===== config.mk =====
export PLATFORM = sky130hd
export DESIGN_NAME = stepper_move_command_framer_top
export DESIGN_NICKNAME = d
export VERILOG_FILES = /design/src/design/smcf_pkg.sv /design/src/design/smcf_front.sv /design/src/design/smcf_queue.sv /design/src/design/smcf_back.sv /design/src/design/stepper_move_command_framer_top.sv
export SDC_FILE = /design/constraint.sdc
export NUM_CORES = 1
export LEC_CHECK = 0
export BUFFER_PORTS_ARGS = -buffer_cell sky130_fd_sc_hd__buf_2
export CORE_UTILIZATION = 50
export CTS_CLUSTER_DIAMETER = 120
export DETAILED_ROUTE_END_ITERATION = 8
export PLACE_DENSITY = 0.66
export SLEW_MARGIN = 30
export SYNTH_ARGS = -nofsm -noshare
export SYNTH_HDL_FRONTEND = slang
export SYNTH_SLANG_ARGS = --single-unit

===== constraint.sdc =====
create_clock -name clk -period 9 [get_ports clk]
set_input_delay 0.45 -clock clk [delete_from_list [all_inputs] [get_ports clk]]
set_output_delay 0.45 -clock clk [all_outputs]
set_load 0.02 [all_outputs]

===== src/design/smcf_pkg.sv =====
// shared types and constants of the stepper move command framer
// frame layout, byte positions, direction codes and queue sizing; no dependencies
package smcf_pkg;

	localparam int FRAC_BITS  = 16;
	localparam int NUM_GUIDES = 2;

	localparam int POS_W   = 32;
	localparam int MOVE_W  = POS_W + 1;
	localparam int PPM_W   = 16;
	localparam int PROD_W  = MOVE_W + PPM_W;
	localparam int PULSE_W = 24;
	localparam int GUIDE_W = 2;

	localparam int FRAME_LEN = 10;
	localparam int BYTE_W    = $clog2(FRAME_LEN);

	localparam int QUEUE_DEPTH = 4;
	localparam int QPTR_W      = $clog2(QUEUE_DEPTH);
	localparam int QCNT_W      = $clog2(QUEUE_DEPTH + 1);

	localparam logic [PPM_W-1:0] PPM_RESET = 16'd320;

	localparam logic [7:0] SYNC0    = 8'hFF;
	localparam logic [7:0] SYNC1    = 8'hAA;
	localparam logic [7:0] PAD      = 8'h00;
	localparam logic [7:0] DIR_UP   = 8'h2F;
	localparam logic [7:0] DIR_DOWN = 8'h1F;

	// byte positions inside one frame
	localparam logic [BYTE_W-1:0] BP_SYNC0 = BYTE_W'(0);
	localparam logic [BYTE_W-1:0] BP_SYNC1 = BYTE_W'(1);
	localparam logic [BYTE_W-1:0] BP_ZERO  = BYTE_W'(2);
	localparam logic [BYTE_W-1:0] BP_ID    = BYTE_W'(3);
	localparam logic [BYTE_W-1:0] BP_DIR   = BYTE_W'(4);
	localparam logic [BYTE_W-1:0] BP_P0    = BYTE_W'(5);
	localparam logic [BYTE_W-1:0] BP_P1    = BYTE_W'(6);
	localparam logic [BYTE_W-1:0] BP_P2    = BYTE_W'(7);
	localparam logic [BYTE_W-1:0] BP_PAD   = BYTE_W'(8);
	localparam logic [BYTE_W-1:0] BP_SUM   = BYTE_W'(FRAME_LEN - 1);

	localparam logic [GUIDE_W-1:0] FIRST_GUIDE = GUIDE_W'(1);
	localparam logic [GUIDE_W-1:0] LAST_GUIDE  = GUIDE_W'(NUM_GUIDES);

	typedef struct packed {
		logic [PULSE_W-1:0] pulse;
		logic               positive;
	} move_cmd_t;

endpackage


===== src/design/smcf_front.sv =====
// front end: takes target positions, forms move magnitude and pulse count
// two pipeline stages feeding the command queue; uses smcf_pkg
module smcf_front (
	input  logic                       clk,
	input  logic                       arst_n,
	input  logic                       in_valid,
	output logic                       in_stall,
	input  logic [smcf_pkg::POS_W-1:0] target_position,
	input  logic [smcf_pkg::PPM_W-1:0] pulses_per_mm,
	output logic                       q_push,
	input  logic                       q_full,
	output smcf_pkg::move_cmd_t        q_data
);
	import smcf_pkg::*;

	logic [POS_W-1:0]  prev_target_q;
	logic              v_s1;
	logic [MOVE_W-1:0] mag_s1;
	logic              pos_s1;
	logic              v_s2;
	logic [PULSE_W-1:0] pulse_s2;
	logic              pos_s2;

	logic signed [MOVE_W-1:0] move;
	logic [MOVE_W-1:0] mag;
	logic [PROD_W-1:0] prod;
	logic rdy1, rdy2;

	assign move = MOVE_W'($signed(target_position)) - MOVE_W'($signed(prev_target_q));
	assign mag  = move[MOVE_W-1] ? MOVE_W'(-move) : MOVE_W'(move);
	assign prod = PROD_W'(mag_s1) * PROD_W'(pulses_per_mm);

	assign rdy2     = !v_s2 || !q_full;
	assign rdy1     = !v_s1 || rdy2;
	assign in_stall = !rdy1;
	assign q_push   = v_s2 && !q_full;
	assign q_data   = '{pulse: pulse_s2, positive: pos_s2};

	always_ff @(posedge clk or negedge arst_n) begin
		if (!arst_n) begin
			prev_target_q <= '0;
			v_s1          <= 1'b0;
			v_s2          <= 1'b0;
		end else begin
			if (rdy1) begin
				v_s1 <= in_valid;
				if (in_valid) begin
					prev_target_q <= target_position;
				end
			end
			if (rdy2) begin
				v_s2 <= v_s1;
			end
		end
	end

	always_ff @(posedge clk) begin
		if (rdy1 && in_valid) begin
			mag_s1 <= mag;
			pos_s1 <= !move[MOVE_W-1] && (move != '0);
		end
		if (rdy2 && v_s1) begin
			pulse_s2 <= prod[FRAC_BITS +: PULSE_W];
			pos_s2   <= pos_s1;
		end
	end

endmodule


===== src/design/smcf_queue.sv =====
// short command queue between front and back ends
// register file with read and write pointers; uses smcf_pkg
module smcf_queue (
	input  logic                clk,
	input  logic                arst_n,
	input  logic                push,
	input  smcf_pkg::move_cmd_t push_data,
	output logic                full,
	input  logic                pop,
	output logic                empty,
	output smcf_pkg::move_cmd_t head
);
	import smcf_pkg::*;

	move_cmd_t         mem_q [QUEUE_DEPTH];
	logic [QPTR_W-1:0] wr_ptr_q;
	logic [QPTR_W-1:0] rd_ptr_q;
	logic [QCNT_W-1:0] count_q;

	function automatic logic [QPTR_W-1:0] ptr_next(input logic [QPTR_W-1:0] p);
		return (p == QPTR_W'(QUEUE_DEPTH - 1)) ? '0 : QPTR_W'(p + 1'b1);
	endfunction

	assign full  = (count_q == QCNT_W'(QUEUE_DEPTH));
	assign empty = (count_q == '0);
	assign head  = mem_q[rd_ptr_q];

	always_ff @(posedge clk or negedge arst_n) begin
		if (!arst_n) begin
			wr_ptr_q <= '0;
			rd_ptr_q <= '0;
			count_q  <= '0;
		end else begin
			if (push) begin
				wr_ptr_q <= ptr_next(wr_ptr_q);
			end
			if (pop) begin
				rd_ptr_q <= ptr_next(rd_ptr_q);
			end
			if (push && !pop) begin
				count_q <= QCNT_W'(count_q + 1'b1);
			end else if (pop && !push) begin
				count_q <= QCNT_W'(count_q - 1'b1);
			end
		end
	end

	always_ff @(posedge clk) begin
		if (push) begin
			mem_q[wr_ptr_q] <= push_data;
		end
	end

endmodule


===== src/design/smcf_back.sv =====
// back end: serialises one queued command into the framed byte run
// byte and guide counters with a registered output; uses smcf_pkg
module smcf_back (
	input  logic                         clk,
	input  logic                         arst_n,
	input  logic                         q_empty,
	input  smcf_pkg::move_cmd_t          q_head,
	output logic                         q_pop,
	output logic                         out_valid,
	input  logic                         out_stall,
	output logic [7:0]                   tx_byte,
	output logic [smcf_pkg::GUIDE_W-1:0] guide_id,
	output logic                         last_byte
);
	import smcf_pkg::*;

	localparam logic [7:0] HDR_SUM = SYNC0 + SYNC1;

	move_cmd_t          cur_q;
	logic               active_q;
	logic [BYTE_W-1:0]  idx_q;
	logic [GUIDE_W-1:0] guide_q;

	logic               out_valid_q;
	logic [7:0]         tx_byte_q;
	logic [GUIDE_W-1:0] guide_id_q;
	logic               last_byte_q;

	logic       load, emit, run_end, frame_end, up;
	logic [7:0] dir_code, id_byte, checksum, cur_byte;

	assign load      = !out_valid_q || !out_stall;
	assign emit      = active_q && load;
	assign frame_end = (idx_q == BP_SUM);
	assign run_end   = frame_end && (guide_q == LAST_GUIDE);
	assign q_pop     = !q_empty && (!active_q || (emit && run_end));

	assign up       = (guide_q == FIRST_GUIDE) ? cur_q.positive : !cur_q.positive;
	assign dir_code = up ? DIR_UP : DIR_DOWN;
	assign id_byte  = 8'(guide_q);
	assign checksum = HDR_SUM + id_byte + dir_code + cur_q.pulse[7:0]
		+ cur_q.pulse[15:8] + cur_q.pulse[23:16];

	always_comb begin
		unique case (idx_q)
			BP_SYNC0: cur_byte = SYNC0;
			BP_SYNC1: cur_byte = SYNC1;
			BP_ZERO:  cur_byte = PAD;
			BP_ID:    cur_byte = id_byte;
			BP_DIR:   cur_byte = dir_code;
			BP_P0:    cur_byte = cur_q.pulse[7:0];
			BP_P1:    cur_byte = cur_q.pulse[15:8];
			BP_P2:    cur_byte = cur_q.pulse[23:16];
			BP_PAD:   cur_byte = PAD;
			BP_SUM:   cur_byte = checksum;
			default:  cur_byte = PAD;
		endcase
	end

	always_ff @(posedge clk or negedge arst_n) begin
		if (!arst_n) begin
			active_q    <= 1'b0;
			idx_q       <= '0;
			guide_q     <= FIRST_GUIDE;
			out_valid_q <= 1'b0;
		end else begin
			if (load) begin
				out_valid_q <= active_q;
			end
			if (q_pop) begin
				active_q <= 1'b1;
				idx_q    <= '0;
				guide_q  <= FIRST_GUIDE;
			end else if (emit) begin
				if (run_end) begin
					active_q <= 1'b0;
				end else if (frame_end) begin
					idx_q   <= '0;
					guide_q <= GUIDE_W'(guide_q + 1'b1);
				end else begin
					idx_q <= BYTE_W'(idx_q + 1'b1);
				end
			end
		end
	end

	always_ff @(posedge clk) begin
		if (q_pop) begin
			cur_q <= q_head;
		end
		if (emit) begin
			tx_byte_q   <= cur_byte;
			guide_id_q  <= guide_q;
			last_byte_q <= run_end;
		end
	end

	assign out_valid = out_valid_q;
	assign tx_byte   = tx_byte_q;
	assign guide_id  = guide_id_q;
	assign last_byte = last_byte_q;

endmodule


===== src/design/stepper_move_command_framer_top.sv =====
// top level of the stepper move command framer
// holds the scale register and joins smcf_front, smcf_queue and smcf_back; uses smcf_pkg
//
// usage
// - input channel (in_valid / in_stall): one transfer carries a new target
//   position, signed q16.16 millimetres; the previous target is kept inside
// - output channel (out_valid / out_stall): each accepted target yields a run
//   of twenty byte transfers, a ten-byte frame for guide 1 then one for guide 2;
//   last_byte marks the closing byte of the run
// - scale port (cfg_valid / cfg_ready / cfg_data): writes pulses per millimetre,
//   always ready, meant to be written while the block is idle
// first-byte path: from an input transfer to the first byte on the output, a target runs
//   through the two-stage front (move magnitude, then the 33x16 multiply), the
//   queue write, the command load of the back end and its output register
// throughput: one byte per cycle while the receiver does not stall, set by the
//   byte serialiser of the back end; the front keeps accepting targets until
//   the four-entry queue and its two stages are full
// reset: previous target goes to zero, scale to 320, queue and counters empty
// receiver stall: the output register holds its byte, the serialiser waits,
//   and the input stalls only once the queue has filled up behind it
module stepper_move_command_framer_top (
	input  logic                         clk,
	input  logic                         arst_n,
	input  logic                         in_valid,
	output logic                         in_stall,
	input  logic [smcf_pkg::POS_W-1:0]   target_position,
	output logic                         out_valid,
	input  logic                         out_stall,
	output logic [7:0]                   tx_byte,
	output logic [smcf_pkg::GUIDE_W-1:0] guide_id,
	output logic                         last_byte,
	input  logic                         cfg_valid,
	output logic                         cfg_ready,
	input  logic [smcf_pkg::PPM_W-1:0]   cfg_data
);
	import smcf_pkg::*;

	logic [PPM_W-1:0] pulses_per_mm_q;

	// queue hookup
	logic      q_push, q_full, q_pop, q_empty;
	move_cmd_t q_wdata, q_head;

	// scale register, never back-pressures
	assign cfg_ready = 1'b1;

	always_ff @(posedge clk or negedge arst_n) begin
		if (!arst_n) begin
			pulses_per_mm_q <= PPM_RESET;
		end else if (cfg_valid && cfg_ready) begin
			pulses_per_mm_q <= cfg_data;
		end
	end

	// front: move and pulse count
	smcf_front u_front (
		.clk             (clk),
		.arst_n          (arst_n),
		.in_valid        (in_valid),
		.in_stall        (in_stall),
		.target_position (target_position),
		.pulses_per_mm   (pulses_per_mm_q),
		.q_push          (q_push),
		.q_full          (q_full),
		.q_data          (q_wdata)
	);

	// decoupling queue
	smcf_queue u_queue (
		.clk       (clk),
		.arst_n    (arst_n),
		.push      (q_push),
		.push_data (q_wdata),
		.full      (q_full),
		.pop       (q_pop),
		.empty     (q_empty),
		.head      (q_head)
	);

	// back: frame serialiser
	smcf_back u_back (
		.clk       (clk),
		.arst_n    (arst_n),
		.q_empty   (q_empty),
		.q_head    (q_head),
		.q_pop     (q_pop),
		.out_valid (out_valid),
		.out_stall (out_stall),
		.tx_byte   (tx_byte),
		.guide_id  (guide_id),
		.last_byte (last_byte)
	);

`ifndef SYNTHESIS
	// the run always closes on the last guide's frame
	a_last_on_last_guide: assert property (@(posedge clk) disable iff (!arst_n)
		out_valid && last_byte |-> guide_id == LAST_GUIDE)
		else $error("last byte flagged outside the last guide's frame");

	// queue never written while full, nor read while empty
	a_queue_bounds: assert property (@(posedge clk) disable iff (!arst_n)
		!(q_push && q_full) && !(q_pop && q_empty))
		else $error("command queue overflow or underflow");

	// a run that has closed is followed by the opening sync byte of a new one
	a_run_restart: assert property (@(posedge clk) disable iff (!arst_n)
		out_valid && !out_stall && last_byte |=> !out_valid || tx_byte == SYNC0)
		else $error("new run does not open with the sync byte");

	// the guide moves on from the first guide only onto the sync byte that opens the next frame
	a_frame_guide_step: assert property (@(posedge clk) disable iff (!arst_n)
		out_valid && !out_stall && !last_byte && guide_id == FIRST_GUIDE
		|=> !out_valid || guide_id == FIRST_GUIDE || tx_byte == SYNC0)
		else $error("guide changed in the middle of a frame");
`endif

endmodule


### After elaboration in Yosys (flattened, before gate mapping)

Memories as Yosys holds them, arrays and structs flattened. A register that Yosys moved wholly into a read port is not among the register bits.
Index checks and enable logic that the tools add are counted.

* logic and storage cells: 105
* flip-flop bits (word level): 135
* memory bits (writable): 100
* memories kept: 1
* input port bits: 53

Memories
* u_queue.mem_q: words 4, bits a word 25, rd ports 1, clocked after Yosys merged registers in 1, wr ports 1, RTL line smcf_queue.sv:15 `move_cmd_t mem_q [QUEUE_DEPTH];`

* reductions and logical operators: 37
* $add $sub $neg: 13
* muxes and demuxes: 21
* multiply operators: 1
* equality and inequality tests: 13

Operators by type and width (count)
* $pmux 8 s8: 1
* $mul 33x16->40: 1
* $neg 33->33: 1
* $reduce_bool 33->1: 1
* $sub 32x32->33: 1
* $add 8x8->8: 4
* $mux 32: 1
* $eq 4x3->1 const B: 4
* $mux 4: 4
* $logic_not 1->1: 12
* $mux 2: 6
* $logic_and 1x1->1: 10
* $add 8x2->8 const A: 1
* $reduce_bool 2->1: 4
* $add 2x1->2 const B: 3
* $eq 2x2->1 const B: 3
* $mux 1: 6
* $mux 3: 2
* $mux 6: 1
* $reduce_and 2->1: 3
* $add 4x1->4 const B: 1
* $eq 4x1->1 const B: 1
* $eq 4x2->1 const B: 1
* $eq 4x4->1 const B: 1
* 9 further kinds: 12

### Logic depth before layout (Yosys ltp)

* depth in word-level cells: 9
* mapped depth: 26

### By module

A second synthesis with hierarchy kept.

* cells, all modules: 2623
* area total of the unflattened synthesis: 27064.7 sq um

By module, submodules not included
* smcf_front: cells each 2209, times used 1, sequential area each 2622.5 sq um, area an instance 19784.0 sq um
* smcf_queue: cells each 168, times used 1, sequential area each 3178.0 sq um, area an instance 4070.2 sq um
* smcf_back: cells each 210, times used 1, sequential area each 1282.5 sq um, area an instance 2547.4 sq um
* stepper_move_command_framer_top: cells each 36, times used 1, sequential area each 402.9 sq um, area an instance 663.1 sq um

### Least setup slack after synthesis

OpenSTA, ideal clock, no wires.

* path kind: reg-to-reg
* start: reg pulses_per_mm_q[8]
* end: reg u_front.pulse_s2[22], data pin
* setup slack: 2743 ps
* data arrival time: 5999 ps
* stages on the path, launching flop included: 23
* period minus slack after synthesis: 6257 ps
* library setup time: 258 ps
* cells stage by stage: dfstp_2 > clkbuf_1 > nand2_1 > fa_1 > inv_1 > fa_1 > fa_1 > fa_1 > fa_1 > inv_1 > fa_1 > inv_1 > ha_1 > a21oi_1 > o21ai_0 > o221ai_1 > a21oi_1 > o21ai_0 > o21ba_2 > o21ai_0 > o21a_1 > nor2_1 > xnor2_1

* word-level cells in the longest chain between the ends: 1

Ends and longest elaborated chain
* start: declaration: RTL line stepper_move_command_framer_top.sv:38 `logic [PPM_W-1:0] pulses_per_mm_q;`
* start signal: assignment: RTL line stepper_move_command_framer_top.sv:51 `pulses_per_mm_q <= cfg_data;`
* $mul 33x16->40: RTL line smcf_front.sv:31 `assign prod = PROD_W'(mag_s1) * PROD_W'(pulses_per_mm);`
* net u_front.prod[38]: RTL line smcf_front.sv:26 `logic [PROD_W-1:0] prod;`
* end signal: assignment: RTL line smcf_front.sv:63 `pulse_s2 <= prod[FRAC_BITS +: PULSE_W];`
* end: declaration: RTL line smcf_front.sv:21 `logic [PULSE_W-1:0] pulse_s2;`

The timed path passes the listed nets, and every way through them passes these cells.
A chain may end at the register's enable or synchronous reset.

### Worst setup path in the final report

* start: reg pulses_per_mm_q[1]
* end: reg u_front.pulse_s2[22], data pin

Same word-level chain as after synthesis.

==> metrics.yaml <==
run:
  drv_cap: 0
detailed_routing:
  ant_nets: 0
  vias: 17900
  wl_per_cell_um: 18.1
  dr.pass1.iters: 5
  vias_per_cell: 5.36
  postRouteWirelength_um: 60400
  drc: 0
  drt_iter0_drc: 851
worst_setup_path:
  reg2reg_slack_ps: 1650
  slowest_delay_ps: 710
  cp.arrival_ps: 7660
  timing.rr.start: "pulses_per_mm_q[1]"
  required_ps: 9320
  r2r_cells: 22
  worst_setup_path_start_kind: "flop"
  path_cells: "buf_4, nand2_1, fa_1, fa_1, fa_1, inv_1, fa_1, fa_1, inv_1, fa_1, inv_1, ha_1, nand2_1, o21ai_0, o221ai_1, a21oi_1, o21ai_0, o21ba_2, o21ai_0, o21a_1, nor2_1, xnor2_1"
  slowest_stage: "dfrtp_1"
  r2r-end: "u_front.pulse_s2[22]"
  worstSetupPathType: "flop to flop"
  path_max_fanout: 19
  end_kind: "flop"
  crit_top_cell: "fa_1"
cts:
  tritoncts: "yes"
  clk_latency_ps: 580
  cts.repair.resized: 0
  cts-root-buf: "clkbuf_16"
  cts_sinks: 260
  clk_pin_slew_ps: 60
  cts_max_level: 1
  cts_buffer_depth: 3
  cts_buffers: 29
sta:
  relSlewSlack_pct: 38.0
  fin_skew_ps: 23.6
  max_freq_mhz: 136
  hold_viol_final: 0
  setup_viol: 0
  period_needed_ps: 7350
  worst_pin_slew_ps: 930
  rsz0062_at_grt: "no"
  finalMaxSlewViolations: 0
  setup_tns_ps: 0
  finalCritPeriodShare_pct: 81.6
yosys:
  synth_area_per_cell_um2: 10.3
  yosys.area_share.simple_pct: 13.2
  synth_edf_count: 195
  synth_adder_area_share_pct: 36.7
  synthMuxAreaShare_pct: 3.18
  synth.net_count: 3230
  syn-cell-area_mm2: 0.0270
  seq_area_frac_synth_pct: 27.7
  async_reset_ff_share_pct: 25.0
  yosys_warnings: 0
  ys.flop_type: "edfxtp_1"
  netlist_instances: 2630
  yosys.cell_types.count: 95
  synth_seq_cells: 260
  synth_compound_area_share_pct: 6.89
  synth_top_family_by_area: "adder cells"
  synth_xor_area_share_pct: 3.43
place:
  dpl-instance-area_mm2: 0.0279
  gp_congestion: 0.876
  post-place-cells: 3280
  place_hpwl_um: 45400
  portBuffers: 65
layout:
  instances_no_fill: 3339
  final_util_pct: 54.6
  area_delta_synth_final_pct: 6.89
  final_area_mm2: 0.0289
  drive_gt1_share_pct: 8.38
  nets: 3225
min_path:
  hp-start: "target_position[22]"
  worst_hold_path.num_cells: 3
  min_to: "u_front.prev_target_q[22]"
  hold_path_class: "primary input to flop"
global_routing:
  grt_util_all_layers_pct: 23.5
  grt-busiest-layer: "met2"
  grt_max_degree: 98
  grt.met2_usage_pct: 42.1
  grt_pass1_vias: 19500
  grt_antenna_before_repair: 6
  grtUsageMet3_pct: 3.92
  grt_overflow: 0
  grt_use_met1_pct: 28.9
  grt_pass1_wl_um: 100000
status:
  outcome: "complete, no violations"
floorplan:
  die_area_mm2: 0.0550
  start_util_pct: 51.0
  ioPinCount: 67
  core_mm2: 0.0530
  die_x_um: 235
  dieHeight_um: 235
  rows: 84
## worst max path at each step
stage                        from              endpoint  slack [ps]  cells after the start
2_1_floorplan  pulses_per_mm_q[8]  u_front.pulse_s2[22]        2740                     22
3_3_place_gp   pulses_per_mm_q[2]  u_front.pulse_s2[23]        1770                     20
3_5_place_dp   pulses_per_mm_q[1]  u_front.pulse_s2[22]        1660                     22
4_1_cts        pulses_per_mm_q[1]  u_front.pulse_s2[22]        1620                     22
5_1_grt        pulses_per_mm_q[1]  u_front.pulse_s2[23]        1160                     21
6_report       pulses_per_mm_q[1]  u_front.pulse_s2[22]        1650                     22
## registers in the layout, indices dropped and copies added, names as in the netlist, 3 cells and up
register               cells
u_queue.count_q            3
u_queue.mem_q            100
u_back.cur_q              25
u_front.pulse_s2          24
u_front.prev_target_q     32
u_back.idx_q               4
u_front.mag_s1            33
u_back.tx_byte             8
pulses_per_mm_q           16
## worst max-delay path, delay by kind of cell, from the launching register on
| kind | cells | cell delay (ps) |
|---|---|---|
| buffers and inverters | 4 | 530 |
| DFF | 1 | 710 |
| xor gates and xnor gates | 1 | 110 |
| and+or+nand+nor | 3 | 260 |
| AOI/OAI and AO/OA | 7 | 2060 |
| adders and majority gates | 7 | 3400 |
## area by class of cell
| class | count | area [µm²] |
|---|---|---|
| Antenna cell | 3 | 7.51 |
| Timing Repair Buffer | 87 | 512 |
| Clock inverter | 15 | 188 |
| Inverter | 502 | 1880 |
| Fill cell | 4604 | 24100 |
| Clock buffer | 39 | 813 |
| Sequential cell | 260 | 7490 |
| Tap cell | 688 | 861 |
| Multi-Input combinational cell | 1745 | 17200 |
## cell usage in the layout (no fill, tap or decap), drive strengths merged, types with 61 or more instances in the layout
cell type,n
and2,184
o21ai,95
inv,503
dfrtp,62
nand2,406
xnor2,76
buf,86
fa,410
edfxtp,195
nor2,61
ha,137
## layer usage
metal	part of all wire [%]	up-vias
li1	-	8247
met1	41	9029
met2	50	505
met3	5.5	119
met4	2.8	8
met5	0.086	-
## logic make-up after synthesis
family	count (synthesis)
xor+xnor	106
compound gates	281
flops	260
simple gates	758
fa+ha+maj	547
other cells	1
mux	52
buf+inv	625
## synth_stat cells (4+ instances only)
cell type,n,area share (%)
o21bai_1,5,0.14
o21ai_1,4,0.074
fa_1,410,30
nand2_1,406,5.6
ha_1,137,6.3
and3_1,6,0.14
xnor2_1,76,2.5
o21a_1,16,0.44
mux2i_1,6,0.22
clkbuf_1,104,1.4
edfxtp_1,195,22
buf_1,5,0.069
o31ai_1,9,0.25
dfrtp_1,62,5.7
xor2_1,30,0.97
inv_1,501,7.0
a221o_1,4,0.15
or3_1,4,0.093
mux4_2,25,2.1
nand4_1,10,0.23
a21oi_1,49,0.91
nand2b_1,12,0.28
nand3_1,24,0.44
a31oi_1,12,0.28
nor2b_1,9,0.21
o22ai_1,6,0.14
and2_1,182,4.2
nor2_1,59,0.82
o211ai_1,7,0.19
buf_2,5,0.093
a211oi_1,6,0.17
a21o_1,18,0.50
nor3_1,22,0.41
o21ai_0,91,1.7
mux2_2,21,0.87
## per-stage QoR
| step | hold slack [ps] | setup WS, ps |
|---|---|---|
| 6_report | 88.8 | 1650 |
| 5_1_grt | 82.1 | 1160 |
| 4_1_cts | 24.4 | 1620 |
| 3_5_place_dp | 484 | 1660 |
| 3_3_place_gp | 469 | 1770 |
| 2_1_floorplan | 154 | 2740 |
## repair_timing
| item | CTS | global route |
|---|---|---|
| hold buffers | 0 | 1 |
| endpoints found under the hold margin | 0 | 62 |
| setup buffers | 0 | 0 |
| setup endpoints to repair | 0 | 0 |
Power is left out: the tool's default activity adds up to more than one toggle a clock period on the data nets, which glitch-free logic cannot reach.
